## src/design/lce_pkg.sv

```systemverilog
// Shared constants for the Game of Life engine: sizes, operation codes and register map.
package lce_pkg;

    // Default board storage limits.
    localparam int MAX_WIDTH  = 64;
    localparam int MAX_HEIGHT = 64;

    // Widths of the configuration registers and the APB port.
    localparam int CFG_W   = 7;
    localparam int PADDR_W = 4;
    localparam int PDATA_W = 32;

    // Operation codes carried by an input item.
    localparam logic [1:0] KIND_WRITE = 2'd0;
    localparam logic [1:0] KIND_READ  = 2'd1;
    localparam logic [1:0] KIND_STEP  = 2'd2;
    localparam logic [1:0] KIND_CLEAR = 2'd3;

    // Register indexes (byte address is four times the index).
    localparam logic [1:0] REG_WIDTH  = 2'd0;
    localparam logic [1:0] REG_HEIGHT = 2'd1;
    localparam logic [1:0] REG_WRAP   = 2'd2;

    // Rule B3/S23 neighbor counts.
    localparam logic [3:0] BIRTH_COUNT   = 4'd3;
    localparam logic [3:0] SURVIVE_COUNT = 4'd2;

endpackage

```

## src/design/lce_row_rule.sv

```systemverilog
// One row of B3/S23 update lanes: new row from the rows above, at and below it.
module lce_row_rule #(
    parameter int MAX_WIDTH = lce_pkg::MAX_WIDTH
) (
    input  logic [MAX_WIDTH-1:0]           i_up,
    input  logic [MAX_WIDTH-1:0]           i_mid,
    input  logic [MAX_WIDTH-1:0]           i_down,
    input  logic [$clog2(MAX_WIDTH+1)-1:0] i_eff_width,
    input  logic                           i_wrap,
    output logic [MAX_WIDTH-1:0]           o_next
);

    localparam int CW = $clog2(MAX_WIDTH);
    localparam int EW = $clog2(MAX_WIDTH+1);

    logic [CW-1:0]        last_col;
    logic [MAX_WIDTH-1:0] rows [3];
    logic [2:0]           first_bit;
    logic [2:0]           last_bit;

    // The last column in use and the edge bits that wrapping brings in.
    assign last_col = CW'(i_eff_width - EW'(1));
    assign rows[0]  = i_up;
    assign rows[1]  = i_mid;
    assign rows[2]  = i_down;

    for (genvar r = 0; r < 3; r++) begin : g_edge
        assign first_bit[r] = i_wrap & rows[r][0];
        assign last_bit[r]  = i_wrap & rows[r][last_col];
    end

    // One lane per column: count the eight neighbors and apply the rule.
    for (genvar x = 0; x < MAX_WIDTH; x++) begin : g_lane
        logic [2:0] left;
        logic [2:0] right;
        logic [3:0] count;
        logic       alive;

        for (genvar r = 0; r < 3; r++) begin : g_nb
            if (x == 0) begin : g_l0
                assign left[r] = last_bit[r];
            end else begin : g_ln
                assign left[r] = rows[r][x-1];
            end
            if (x == MAX_WIDTH-1) begin : g_rl
                assign right[r] = first_bit[r];
            end else begin : g_rn
                assign right[r] = (int'(i_eff_width) == x + 1) ? first_bit[r]
                                                               : rows[r][x+1];
            end
        end

        assign count = 4'(left[0]) + 4'(i_up[x]) + 4'(right[0])
                     + 4'(left[1]) + 4'(right[1])
                     + 4'(left[2]) + 4'(i_down[x]) + 4'(right[2]);
        assign alive = (count == lce_pkg::BIRTH_COUNT)
                     | (i_mid[x] & (count == lce_pkg::SURVIVE_COUNT));

        // Columns beyond the board keep their value.
        assign o_next[x] = (int'(i_eff_width) > x) ? alive : i_mid[x];
    end

endmodule

```

## config.mk

```make
export PLATFORM = sky130hd
export DESIGN_NAME = lce_row_rule
export DESIGN_NICKNAME = d
export VERILOG_FILES = /design/src/design/lce_pkg.sv /design/src/design/lce_row_rule.sv
export SDC_FILE = /design/constraint.sdc
export NUM_CORES = 1
export LEC_CHECK = 0
export BUFFER_PORTS_ARGS = -buffer_cell sky130_fd_sc_hd__buf_2
export CORE_ASPECT_RATIO = 0.7
export CORE_MARGIN = 3
export CORE_UTILIZATION = 35
export DETAILED_ROUTE_END_ITERATION = 12
export GPL_ROUTABILITY_DRIVEN = 0
export PLACE_DENSITY = 0.51
export RECOVER_POWER = 100
export SLEW_MARGIN = 20
export SYNTH_ARGS = -nofsm -noshare
export SYNTH_HDL_FRONTEND = slang
export SYNTH_SLANG_ARGS = --single-unit
```

## constraint.sdc

```tcl
create_clock -name vclk -period 11.9
set_clock_uncertainty 0.2 [all_clocks]
set_input_delay 2.38 -clock vclk [all_inputs]
set_output_delay 2.38 -clock vclk [all_outputs]
set_load 0.05 [all_outputs]
```

==> metrics.txt <==
pin count of the biggest net entering global routing=43; post-synthesis sequential area ratio=0; num sequential=0; Max-Cap Viols=2; most frequent CP cell=fa_1; violated checks=capacitance limit, slew limit; worst hold path class=input port to output pin; first-pass GRT wire length=86.1 mm; DR iter-0 viols=1188; Die Footprint=45200 um2; RSZ-0062 raised after global routing=false; cell taking the most area after synthesis=fa_1; Final period util=0.935; top-area cell type share of the netlist area=0.343; GRT Overall Usage=0.247; hold-critical path depth=4; vias in the first global route=14400; Worst Path Max Fanout=33; gr ovfl total=0; std cell rows=62; number of cells produced by synthesis=1753; initial antenna violation count=4; leak pwr=7.50 nW; power consumption=1.55 mW; CP Cell Sequence=clkbuf_1, inv_1, o32ai_1, nand3_1, nand4_1, o22ai_1, fa_1, inv_1, fa_1, fa_1, inv_1, ha_1, fa_1, o21ai_0, nand2_1, a21oi_1, clkbuf_1; Layout clock buffers=0; post-CTS setup buffers=0; syn_nets=2406; Hold Buf Count CTS=0; die span in y=179 um; final hold viol count=0; via count=14100; Reg area=0 um2; Resized Gates After CTS=0; worst path arrival time=8.54 ns; Final min period=11.12 ns; most frequent cells in the layout=a21oi_1, fa_1, inv_1, buf_2, ha_1; Slew Limit Fails=73; CP startpoint kind=input port; Final setup violation count=0; crit path capture type=output pin; wire length per cell=22.1 um; Mapped Area=14900 um2; nets@finish=2625; Crit Path Category=input port to output pin; Area Overhead vs Synth=11.8%; Mean Syn Cell Area=8.52 um2; starting utilization of the core area=0.359; Max stage delay cell, worst path=clkbuf_1; Detail Placement HPWL=47.1 mm; # fillers=4303; most common library cell in the layout ignoring fill and taps=a21oi_1; Final ANT Viol Nets=0; IO Port Bufs=264; number of library cell types mapped by synthesis=49; max incr delay on CP=1.15 ns; Fmax=89.9 MHz; Boundary Pins=264; Rel. slew slack=-0.748; first-pass iteration count of the detailed router=7; status=finished with violations; worst-margin pin slew=2.62 ns; Worst VDD drop=0.0000764 V; vias per cell=5.59; largest cells by area after synthesis=fa_1, ha_1, a21oi_1; Synth Warn #=0; PD cells=92.6 nW/um2; Critical Path RT=9.32 ns; die width=253 um; DR DRC count=0; final WL=55.6 mm; layout cells sized above 1=0.155; core area=41600 um2; total negative setup slack=0 ns
-- power breakdown --
| part | leakage [nW] | switching, mW | internal (mW) |
|---|---|---|---|
| clock network | 0.0000127 | 0 | 0.0000000225 |
| registers | 0 | 0 | 0 |
| logic | 7.50 | 1.01 | 0.537 |
| total | 7.50 | 1.01 | 0.537 |
-- critical path: cells and delay by family --
kind	cells	cell delay, ns
AOI/OAI and AO/OA	4	1.38
adders and majority gates	5	2.13
buffers and inverters	5	2.29
and+or+nand+nor	3	0.35
-- cell families after synthesis --
logic type      count (synthesis)  share of synthesized area
compound gates                433                      0.150
fa+ha+maj                     453                      0.508
xor+xnor                        4                    0.00285
simple gates                  452                      0.130
buf+inv                       275                     0.0735
mux                           136                      0.135
-- final timing paths --
path	from	to	slack, ns
hold / removal	i_mid[23]	o_next[23]	5.05
setup / recovery	i_eff_width[4]	o_next[0]	0.78
-- final cells by class --
cell class	instances	area (um2)	share of cell area
tap	544	681	0.0408
antenna	2	5.00	0.000300
multi-input combinational	1478	13900	0.830
timing repair buffer	279	1360	0.0814
inverter	213	800	0.0479
-- metal layers --
layer,part of all wire,vias up,GRT usage
li1,-,6475,-
met1,0.45,6933,0.365
met2,0.45,605,0.397
met3,0.081,56,0.0319
met4,0.014,4,0.0348
met5,0.00061,-,0
-- stage by stage --
step	utilization	cells	hold slack [ns]	cell area [um2]	setup slack (ns)
5_1_grt	0.402	2516	5.06	16700	0.520
2_1_floorplan	-	1753	4.86	14900	1.62
3_3_place_gp	0.403	2514	5.03	16800	1.33
3_5_place_dp	0.403	2514	5.04	16800	1.28
6_report	0.402	2516	5.05	16700	0.777
4_1_cts	0.403	2514	5.03	16800	1.27
-- synth_stat cells, types with 2 or more instances --
| master | n |
|---|---|
| nand2_1 | 192 |
| nand4_1 | 8 |
| o32ai_1 | 3 |
| buf_4 | 7 |
| buf_1 | 6 |
| fa_1 | 256 |
| a31oi_1 | 14 |
| nand3_1 | 101 |
| nor2_1 | 120 |
| mux2_2 | 27 |
| nand2b_1 | 9 |
| buf_6 | 3 |
| or2_2 | 2 |
| a21oi_1 | 272 |
| o22ai_1 | 2 |
| buf_2 | 13 |
| mux4_2 | 45 |
| and2_1 | 4 |
| ha_1 | 197 |
| mux2i_1 | 60 |
| inv_1 | 212 |
| nor3_1 | 3 |
| a21o_1 | 3 |
| nor2b_1 | 5 |
| o21ai_0 | 127 |
| clkbuf_1 | 33 |
| o31ai_1 | 2 |
| o211ai_1 | 2 |
| mux4_1 | 4 |
| xnor2_1 | 2 |
Note: power is estimated with default switching activity, not from simulation.
