<file path="config.mk">
export PLATFORM = sky130hd
export DESIGN_NAME = lce_ram
export DESIGN_NICKNAME = d
export VERILOG_FILES = /design/src/design/lce_ram.sv
export SDC_FILE = /design/constraint.sdc
export NUM_CORES = 1
export LEC_CHECK = 0
export ABC_CLOCK_PERIOD_IN_PS = 2300
export BUFFER_PORTS_ARGS = -buffer_cell sky130_fd_sc_hd__buf_2
export CAP_MARGIN = 20
export CORE_MARGIN = 1.5
export CORE_UTILIZATION = 56
export DETAILED_ROUTE_END_ITERATION = 8
export PLACE_DENSITY = 0.83
export REMOVE_ABC_BUFFERS = 1
export SYNTH_ARGS = -nofsm -noshare
export SYNTH_HDL_FRONTEND = slang
export SYNTH_SLANG_ARGS = --single-unit
export TNS_END_PERCENT = 5
</file>
<file path="constraint.sdc">
create_clock -name i_clk -period 2.3 [get_ports i_clk]
set_input_delay 0.46 -clock i_clk [delete_from_list [all_inputs] [get_ports i_clk]]
set_output_delay 0.46 -clock i_clk [all_outputs]
set_load 0.005 [all_outputs]
</file>
<file path="src/design/lce_ram.sv">
// Generic single-write, single-read synchronous RAM with registered read data.
module lce_ram #(
    parameter int WIDTH = 8,
    parameter int DEPTH = 16
) (
    input  logic                     i_clk,
    input  logic                     i_wr_en,
    input  logic [$clog2(DEPTH)-1:0] i_wr_addr,
    input  logic [WIDTH-1:0]         i_wr_data,
    input  logic [$clog2(DEPTH)-1:0] i_rd_addr,
    output logic [WIDTH-1:0]         o_rd_data
);

    logic [WIDTH-1:0] r_mem [DEPTH];
    logic [WIDTH-1:0] r_rd_data;

    // Write port and registered read port; a read of the written entry returns old data.
    always_ff @(posedge i_clk) begin
        if (i_wr_en) begin
            r_mem[i_wr_addr] <= i_wr_data;
        end
        r_rd_data <= r_mem[i_rd_addr];
    end

    assign o_rd_data = r_rd_data;

endmodule

</file>
==> run metrics, run 1 <==
outcome=finished with violations; failing checks=DRC; Core Footprint=8806 µm²; share of layout cells above drive strength 1=31.42%; Switching Share=19.05%; GRT Total Usage=23.80%; Core Rows=34; fmax=684.6 MHz; DRC=3; # nets final=301; GPL Wtd Cong=0.7703; Slew @ Worst Pin=0.3972 ns; Die H=98.88 µm; # port buffers=25; Mapped Avg Cell Area=22.48 µm²; RR Startpoint=r_mem[1][1]; Sink Count=136; worst-path fanout max=32; hold_buf cts=0; Seq pwr share=a little under half; fin crit share=approximately 64%; Syn Inst Count=approximately 230; Max Cap Viol=0; Clock Tree Buf Depth=2; WP data arrival=roughly 1.9 ns; Layout Cells excl Fill=404; Root Driver=clkbuf_8; Routed WL=10,520 µm; post-cts sizing count=0; DR vias=approximately 2,600; ANT cells=0; Yosys cell types=19; die area=9776 µm²; vias in the first global route=between 2,000 and 3,000; sequential area share after synthesis=slightly below 80%; ANT nets after route=0; post-DP HPWL=6020 µm; setup TNS=0 ns; Detailed Routing Iterations Pass 1=7; Leakage=2.115 nW; worst hold start=i_wr_data[2]; Die W=98.88 µm; Worst Path Required=2.69 ns; Syn. warnings=0; largest net degree at the start of global routing=33; Clk Latency, worst-skew pair=0.51 ns; total gr overflow=0; CTS tree=done; wire per inst=26.03 µm; I/O pin count=26; # placed instances=372; starting density of the core=58.45%; Clk pwr share=between 40% and 50%; Comb pwr share=4.3%; Startpoint Class=input port; Critical Path Source=i_rd_addr[0]; Min Clock Period, post-route=~1.5 ns; synthesized flop and latch total=approximately 140; H-tree levels=4; Via density=6.344; RSZ-0062 raised after global routing=no; Int Pwr=4.851 mW; setup repair bufs after CTS=0; Max Slew Vio Count=0; Worst-path clk slew=0.06 ns; synthesized cell area=5147 µm²; VDD IR-drop max=445.7 µV; Final Skew=0.01032 ns; sw power=1.142 mW; final hold vios=0; CTS Buf Count=17; final setup vio count=0; crit path kind=in -> reg; Area Growth Syn to Fin=19.35%; crit path capture type=flip-flop; HP Class=in -> reg; cell area power density=975.6 nW/µm²; initial antenna violation count=0; DR iter-0 viols=around 240; first-pass GRT wire length=~16,000 µm; Slew headroom=73.52%
## synthesized netlist by cell type (all sizes together)
cell	count	area share [%]
dfxtp	8	3.1
edfxtp	128	75
nand3b	2	0.29
nand3	1	0.097
nand2b	2	0.24
nor2b	1	0.12
mux4	32	15
and2b	1	0.15
a22oi	16	2.3
nor3	4	0.39
clkdlybuf4s25	3	0.58
nor2	13	0.95
and2	1	0.12
or3b	1	0.17
buf	7	1.1
nand2	9	0.66
## state kept, by name, summed over array words and instances (netlist names)
signal	cells
r_mem	128
o_rd_data	8
## layer usage
layer / up-vias / track usage [%] / share of wire (%)
li1: 1085 / - / -
met1: 1317 / 31.64 / 41
met2: 146 / 37.24 / 50
met3: 15 / 7.518 / 7.5
met4: 0 / 9.451 / 1.7
met5: - / 0 / 0
## metrics by stage
stage	setup WS (ns)	area, µm²	utilization (%)	total power, mW	hold WS [ns]
after floorplan	0.3471	5061	-	2.946	0.5589
after global placement	0.3790	5497	62.42	3.084	0.6525
after detailed placement	0.3542	5497	62.42	3.094	0.6653
after CTS	0.8177	6143	69.76	6.035	0.3065
after global routing	0.8022	6143	69.76	6.163	0.2953
final	0.8393	6143	69.76	5.994	0.3256
## area by class of cell
| type | count | area, µm² |
|---|---|---|
| sequential | 136 | 4004 |
| fill | 516 | 2663 |
| multi-input combinational | 83 | 1057 |
| clock buffer | 18 | 417.9 |
| timing repair buffer | 45 | 300.3 |
| clock inverter | 14 | 229.0 |
| tap | 108 | 135.1 |
## cells in the final DEF (no fill, tap or decap), types with 2 or more instances in the layout
cell	synthesis	routed
nor2_1	13	13
buf_2	3	25
nand3b_1	2	2
clkinvlp_4	0	3
clkinv_2	0	2
mux4_1	14	14
clkinv_1	0	2
a22oi_1	16	16
dfxtp_1	8	8
buf_12	0	2
bufinv_16	0	6
mux4_2	18	18
nor3_1	4	4
buf_4	1	18
nand2_1	9	9
nand2b_1	2	2
clkbuf_16	0	16
edfxtp_1	128	128
## critical path, cell delays in order
cell and delay, ns:
buf_2 0.11, buf_12 0.25, mux4_1 0.66, a22oi_1 0.27
nand2_1 0.10
## power by group through the flow
stage / Combinational, mW / Clock, mW / Sequential, mW
3_5_place_dp: 0.253 / 0 / 2.84
4_1_cts: 0.260 / 2.98 / 2.79
2_1_floorplan: 0.111 / 0 / 2.84
3_3_place_gp: 0.247 / 0 / 2.84
5_1_grt: 0.276 / 3.09 / 2.79
6_report: 0.257 / 2.95 / 2.79
## cells by family (layout without fill, tap and decap cells)
| kind of cell | count (synthesis) | in the layout | synth area share [%] |
|---|---|---|---|
| mux | 32 | 32 | 15.02 |
| buf+inv | 10 | 77 | 1.677 |
| flops | 136 | 136 | 77.78 |
| compound gates | 16 | 16 | 2.334 |
| simple gates | 35 | 35 | 3.184 |
## final timing paths
path	endpoint	slack, ns	depth (start not counted)
setup / recovery	o_rd_data[1]	0.84	5
hold / removal	r_mem[10][2]	0.33	1
setup reg to reg	o_rd_data[1]	0.85	3
hold reg to reg	o_rd_data[5]	0.69	3
Power figures use the tool's default switching activity.
==> run 2: changes to the inputs <==
Settings changed: ABC_CLOCK_PERIOD_IN_PS 2300 to 1200, CORE_UTILIZATION 56 to 54.
Clock period 2.3 ns to 1.2 ns, I/O delays scaled along.
==> run 2 against run 1 <==
The run ends with setup timing left; design area increased by 1.7%; hold slack worse by 0.23 ns; sequential cell count unchanged; global-route usage shrank 0.89 points; first-iteration DRC count fell by 4.9%; register-to-register slack got worse by 0.94 ns; clock skew down 0.0021 ns; critical path depth is 2 lower; critical path type is now reg -> reg; largest power group is now registers.
==> run metrics, run 2 (synthesis gave the netlist of run 1 again) <==
outcome=finished with violations; failing checks=setup timing; most used routing layer=met2; first-pass GRT wire length=15,610 µm; final setup vio count=10; crit path capture type=flip-flop; Clock Tree Buf Depth=2; worst-path fanout max=1; Clk Latency, worst-skew pair=0.52 ns; HP Class=in -> reg; Final Cell Area=6246 µm²; worst-case reg-to-reg path depth=3; worst flop-to-flop path endpoint=o_rd_data[6]; crit path kind=reg -> reg; Leakage=2.102 nW; Detailed Routing Iterations Pass 1=5; Core Footprint=9240 µm²; largest net degree at the start of global routing=22; max reg flops=128; GPL Wtd Cong=about 0.77; # nets final=around 310; Via density=5.838; ANT nets after route=0; Max Slew Vio Count=0; Max Cap Viol=0; post-DP HPWL=around 6400 µm; initial antenna violation count=0; RR Startpoint=r_mem[11][6]; hold_buf cts=0; VDD IR-drop max=about 850 µV; reg2reg setup slack=-0.09 ns; Slew @ Worst Pin=0.9182 ns; Routed WL=10,520 µm; utilization after layout=67.60%; vias in the first global route=2,659; H-tree levels=4; Die W=100.6 µm; CP endpoint=o_rd_data[6]; total gr overflow=0; share of layout cells above drive strength 1=between 40 and 50%; met3 Use GR=7.074%; cell area power density=1767 nW/µm²; I/O pin count=26; Die H=100.6 µm; DR iter-0 viols=231; Worst-path clk slew=0.06 ns; Root Driver=clkbuf_8; largest reg by FF count=r_mem; CTS Buf Count=17; wire per inst=24.08 µm; final hold vios=0; M2 GR Usage=38.41%; fmax=a little under 800 MHz; Startpoint Class=flip-flop; starting density of the core=between 50% and 60%; CTS tree=done; DRC=0; fin crit share=107.8%; commonest cells after routing, fill and taps aside=edfxtp_1 (128), mux4_2 (32), buf_4 (28); Min Clock Period, post-route=1.294 ns; Area Growth Syn to Fin=21.34%; Core Rows=35; GRT Total Usage=22.91%; most common cell after layout, fill and taps aside=edfxtp_1; Worst Path Required=1.60 ns; ANT cells=0; die area=between 10,000 and 15,000 µm²; RSZ-0062 raised after global routing=yes; WP data arrival=1.70 ns; Slew headroom=38.56%; Final Skew=0.008217 ns; Post-DP Area=around 5600 µm²; Design Power=11.04 mW; Critical Path Source=r_mem[11][6]; Sink Count=~140; met1 usage=28.40%; final worst slack=-0.09372 ns; DR vias=2,551; # port buffers=25
run 2: changes by cell type in the layout (fill, tap and decap cells not counted), moves of 2 or more:
cell / change
a22oi_1: -11
a22oi_2: +11
buf_12: +2
buf_2: -2
buf_4: +10
buf_6: +2
bufinv_16: -3
clkinvlp_4: +2
dfxtp_1: -5
dfxtp_2: +5
mux4_1: -14
mux4_2: +14
run 2: worst min path at each step:
stage | from | endpoint | slack (ns) | depth (start not counted)
4_1_cts | i_wr_data[4] | r_mem[8][4] | 0.09 | 1
5_1_grt | i_wr_data[4] | r_mem[8][4] | 0.08 | 1
2_1_floorplan | i_wr_data[0] | r_mem[0][0] | 0.34 | 0
6_report | i_wr_data[4] | r_mem[8][4] | 0.10 | 1
3_3_place_gp | o_rd_data[1] | o_rd_data[1] | 0.62 | 1
3_5_place_dp | o_rd_data[5] | o_rd_data[5] | 0.62 | 1
run 2: where the power goes:
group	total (mW)	switching, mW	internal (mW)
clock	5.11	1.91	3.20
sequential	5.36	0.0422	5.32
combinational	0.566	0.299	0.267
run 2: final cells by class:
cell class,count,area (µm²)
clock buffer,19,431.7
clock inverter,13,155.1
fill,579,2994
multi-input combinational,83,1060
sequential,136,4010
tap,129,161.4
timing repair buffer,57,427.9
run 2: critical path, cell delays in order (launching register included):
cell	delay [ns]
edfxtp_1	0.39
mux4_2	0.50
a22oi_2	0.20
nand2_1	0.08
run 2: repair_timing:
item | in CTS | in global routing
pin swaps | 5 | 2
buffers inserted | 0 | 0
setup endpoints to repair | 14 | 16
gates resized for setup | 26 | 6
run 2: through the flow:
step / TNS, ns / hold slack [ns] / std cells / setup WS [ns]
after floorplan: -16.46 / 0.3389 / 219 / -0.5329
after detailed placement: -27.43 / 0.6154 / 405 / -0.5199
final: -0.5875 / 0.1003 / 437 / -0.09372
after CTS: -0.6986 / 0.08944 / 437 / -0.1211
after global routing: -1.085 / 0.08283 / 437 / -0.1170
after global placement: -23.11 / 0.6158 / 405 / -0.4734
run 2: routing by layer:
layer	wire length, µm	part of all wire (%)
met1	4166	40
met2	5440	52
met3	722	6.9
met4	193	1.8
met5	0	0
==> run 3: changes to the inputs <==
Settings changed: ABC_AREA set to 1, CORE_UTILIZATION 54 to 55, PLACE_DENSITY 0.83 to 0.84.
==> run 3 against run 2 <==
The run still ends with setup timing left; non-clock buffer count increased by 5; core utilization decreased by 0.37 points; setup slack better by 0.060 ns; synthesized area grew 12%; clock-buffer cell count rose by 5; highest routed layer unchanged.
==> run metrics, run 3 <==
outcome=finished with violations; failing checks=setup timing; sequential area share after synthesis=69.43%; DRC=0; ys flop type=edfxtp_1; Startpoint Class=flip-flop; Hold WS=0.1184 ns; synthesized flop and latch total=136; GPL Wtd Cong=0.9327; Final Skew=0.006373 ns; Core Footprint=10,230 µm²; Leakage=about 3 nW; # nets final=626; WP data arrival=0.99 ns; Synth area leaders=edfxtp_1 (67%), nand2_1 (11%), nand3_1 (8.4%); CP Cell Sequence=buf_2; critical path buffer and inverter count=1; I/O pin count=26; crit path capture type=output pin; largest reg by FF count=r_mem; crit path kind=reg -> out; Syn Inst Count=~550; worst slack at placement=-0.09180 ns; most common cell after layout, fill and taps aside=nand2_1; RSZ-0062 raised after global routing=yes; Root Driver=clkbuf_8; Yosys cell types=12; Via density=roughly 5.4; Final Cell Area=6878 µm²; Sink Count=about 140; leading area contributor after synthesis=edfxtp_1; Slew @ Worst Pin=0.3763 ns; total gr overflow=0; cell with the most instances after synthesis=nand2_1; ANT cells=0; Critical Path Source=o_rd_data[7]; Die W=105.4 µm; setup repair bufs after CTS=0; Routed WL=between 10,000 and 15,000 µm; Detailed Routing Iterations Pass 1=6; # port buffers=25; starting density of the core=a little under three fifths; Yosys top cell area share=about two thirds; H-tree levels=4; synthesized cell area=5767 µm²; ANT nets after route=0; setup TNS=-0.04633 ns; post-DP HPWL=8543 µm; Max Slew Vio Count=0; reg2reg setup slack=0.15 ns; Area Growth Syn to Fin=19.27%; final setup vio count=2; Syn. warnings=0; Clk Latency, worst-skew pair=0.53 ns; vias in the first global route=4,096; largest net degree at the start of global routing=31; HP Class=in -> reg; Min Clock Period, post-route=1.233 ns; die area=11,110 µm²; Post-synth ARST share=0%; CTS tree=done; DR iter-0 viols=490; wire per inst=17.57 µm; commonest cells in the netlist=nand2_1 (173), edfxtp_1 (128), inv_1 (100), nand3_1 (97), nor2_1 (17); fmax=810.9 MHz; Worst-path clk slew=0.06 ns; DR vias=4,113; max reg flops=about 130; fin crit share=102.8%; Mapped Avg Cell Area=10.47 µm²; first-pass GRT wire length=21,050 µm; CTS Buf Count=17; Slew headroom=about three quarters; Post-synth EDFFs=128; Worst Path Required=0.96 ns; worst hold start=i_rd_addr[2]; commonest cells after routing, fill and taps aside=nand2_1 (173), edfxtp_1 (128), inv_1 (100); VDD IR-drop max=844.4 µV; Post-DP Area=6266 µm²; share of layout cells above drive strength 1=15.30%; Core Rows=37; GRT Total Usage=a little over a quarter; delay of the slowest critical-path stage=between 0.3 and 0.4 ns; cell family with most CP delay=flip-flops; Clock Tree Buf Depth=2; final hold vios=0; RR Startpoint=r_mem[5][2]; cell area power density=approximately 1600 nW/µm²; CP max-delay cell=dfxtp_2; Max Cap Viol=0; worst-path fanout max=1; initial antenna violation count=0; Die H=105.4 µm; final worst slack=-0.03323 ns
-- run 3: cell types whose count changed in the layout (fill, tap and decap cells not counted), sizes merged, moves of 2 or more --
cell	delta
mux4	-32
nor3	-4
nor2	+4
clkinvlp	-3
clkbuf	+5
clkinv	-2
buf	+4
inv	+102
nand3	+96
nand2	+164
nand2b	-2
a22oi	-16
-- run 3: layout make-up --
type                            count  area (µm²)
Timing Repair Buffer               62       511.7
Clock buffer                       24       470.5
Sequential cell                   136        4010
Multi-Input combinational cell    289        1214
Inverter                          102       382.9
Fill cell                         704        3353
Tap cell                          136       170.2
Clock inverter                      8       118.9
-- run 3: metal layers --
layer	vias up	routed length, µm	part of all wire, %	GRT usage, %
li1	1891	-	-	-
met4	0	456	3.4	11.45
met2	261	6501	49	42.39
met3	54	1383	10	6.865
met5	-	0	0	0
met1	1907	4959	37	32.99
-- run 3: final timing paths --
check | to | cells past startpoint
worst max register to register | o_rd_data[2] | 6
worst min register to register | o_rd_data[5] | 6
worst min-delay path | o_rd_data[5] | 4
worst max-delay path | o_rd_data[7] | 1
-- run 3: logic make-up after synthesis --
group / share of synthesized area, %
and+or+nand+nor: 21.05
DFF: 69.43
buffers and inverters: 9.525
-- run 3: what timing repair did --
action,CTS,global route
endpoints found under the hold margin,1,0
hold buffers,1,0
resized for setup,3,3
endpoints found under the setup margin,5,6
-- run 3: metrics by stage --
step,instances,util (%),total power [mW]
floorplan,527,-,5.724
global placement,724,61.25,6.120
detailed placement,724,61.25,6.152
CTS,757,67.14,11.26
global route,757,67.23,11.53
finish,757,67.23,11.22
-- run 3: power breakdown --
part	internal [mW]	leakage [nW]	switching [mW]	total [mW]
logic	0.257	1.52	0.477	0.734
registers	5.32	1.22	0.0374	5.35
clock network	3.32	0.283	1.82	5.14
total	8.89	3.02	2.33	11.2
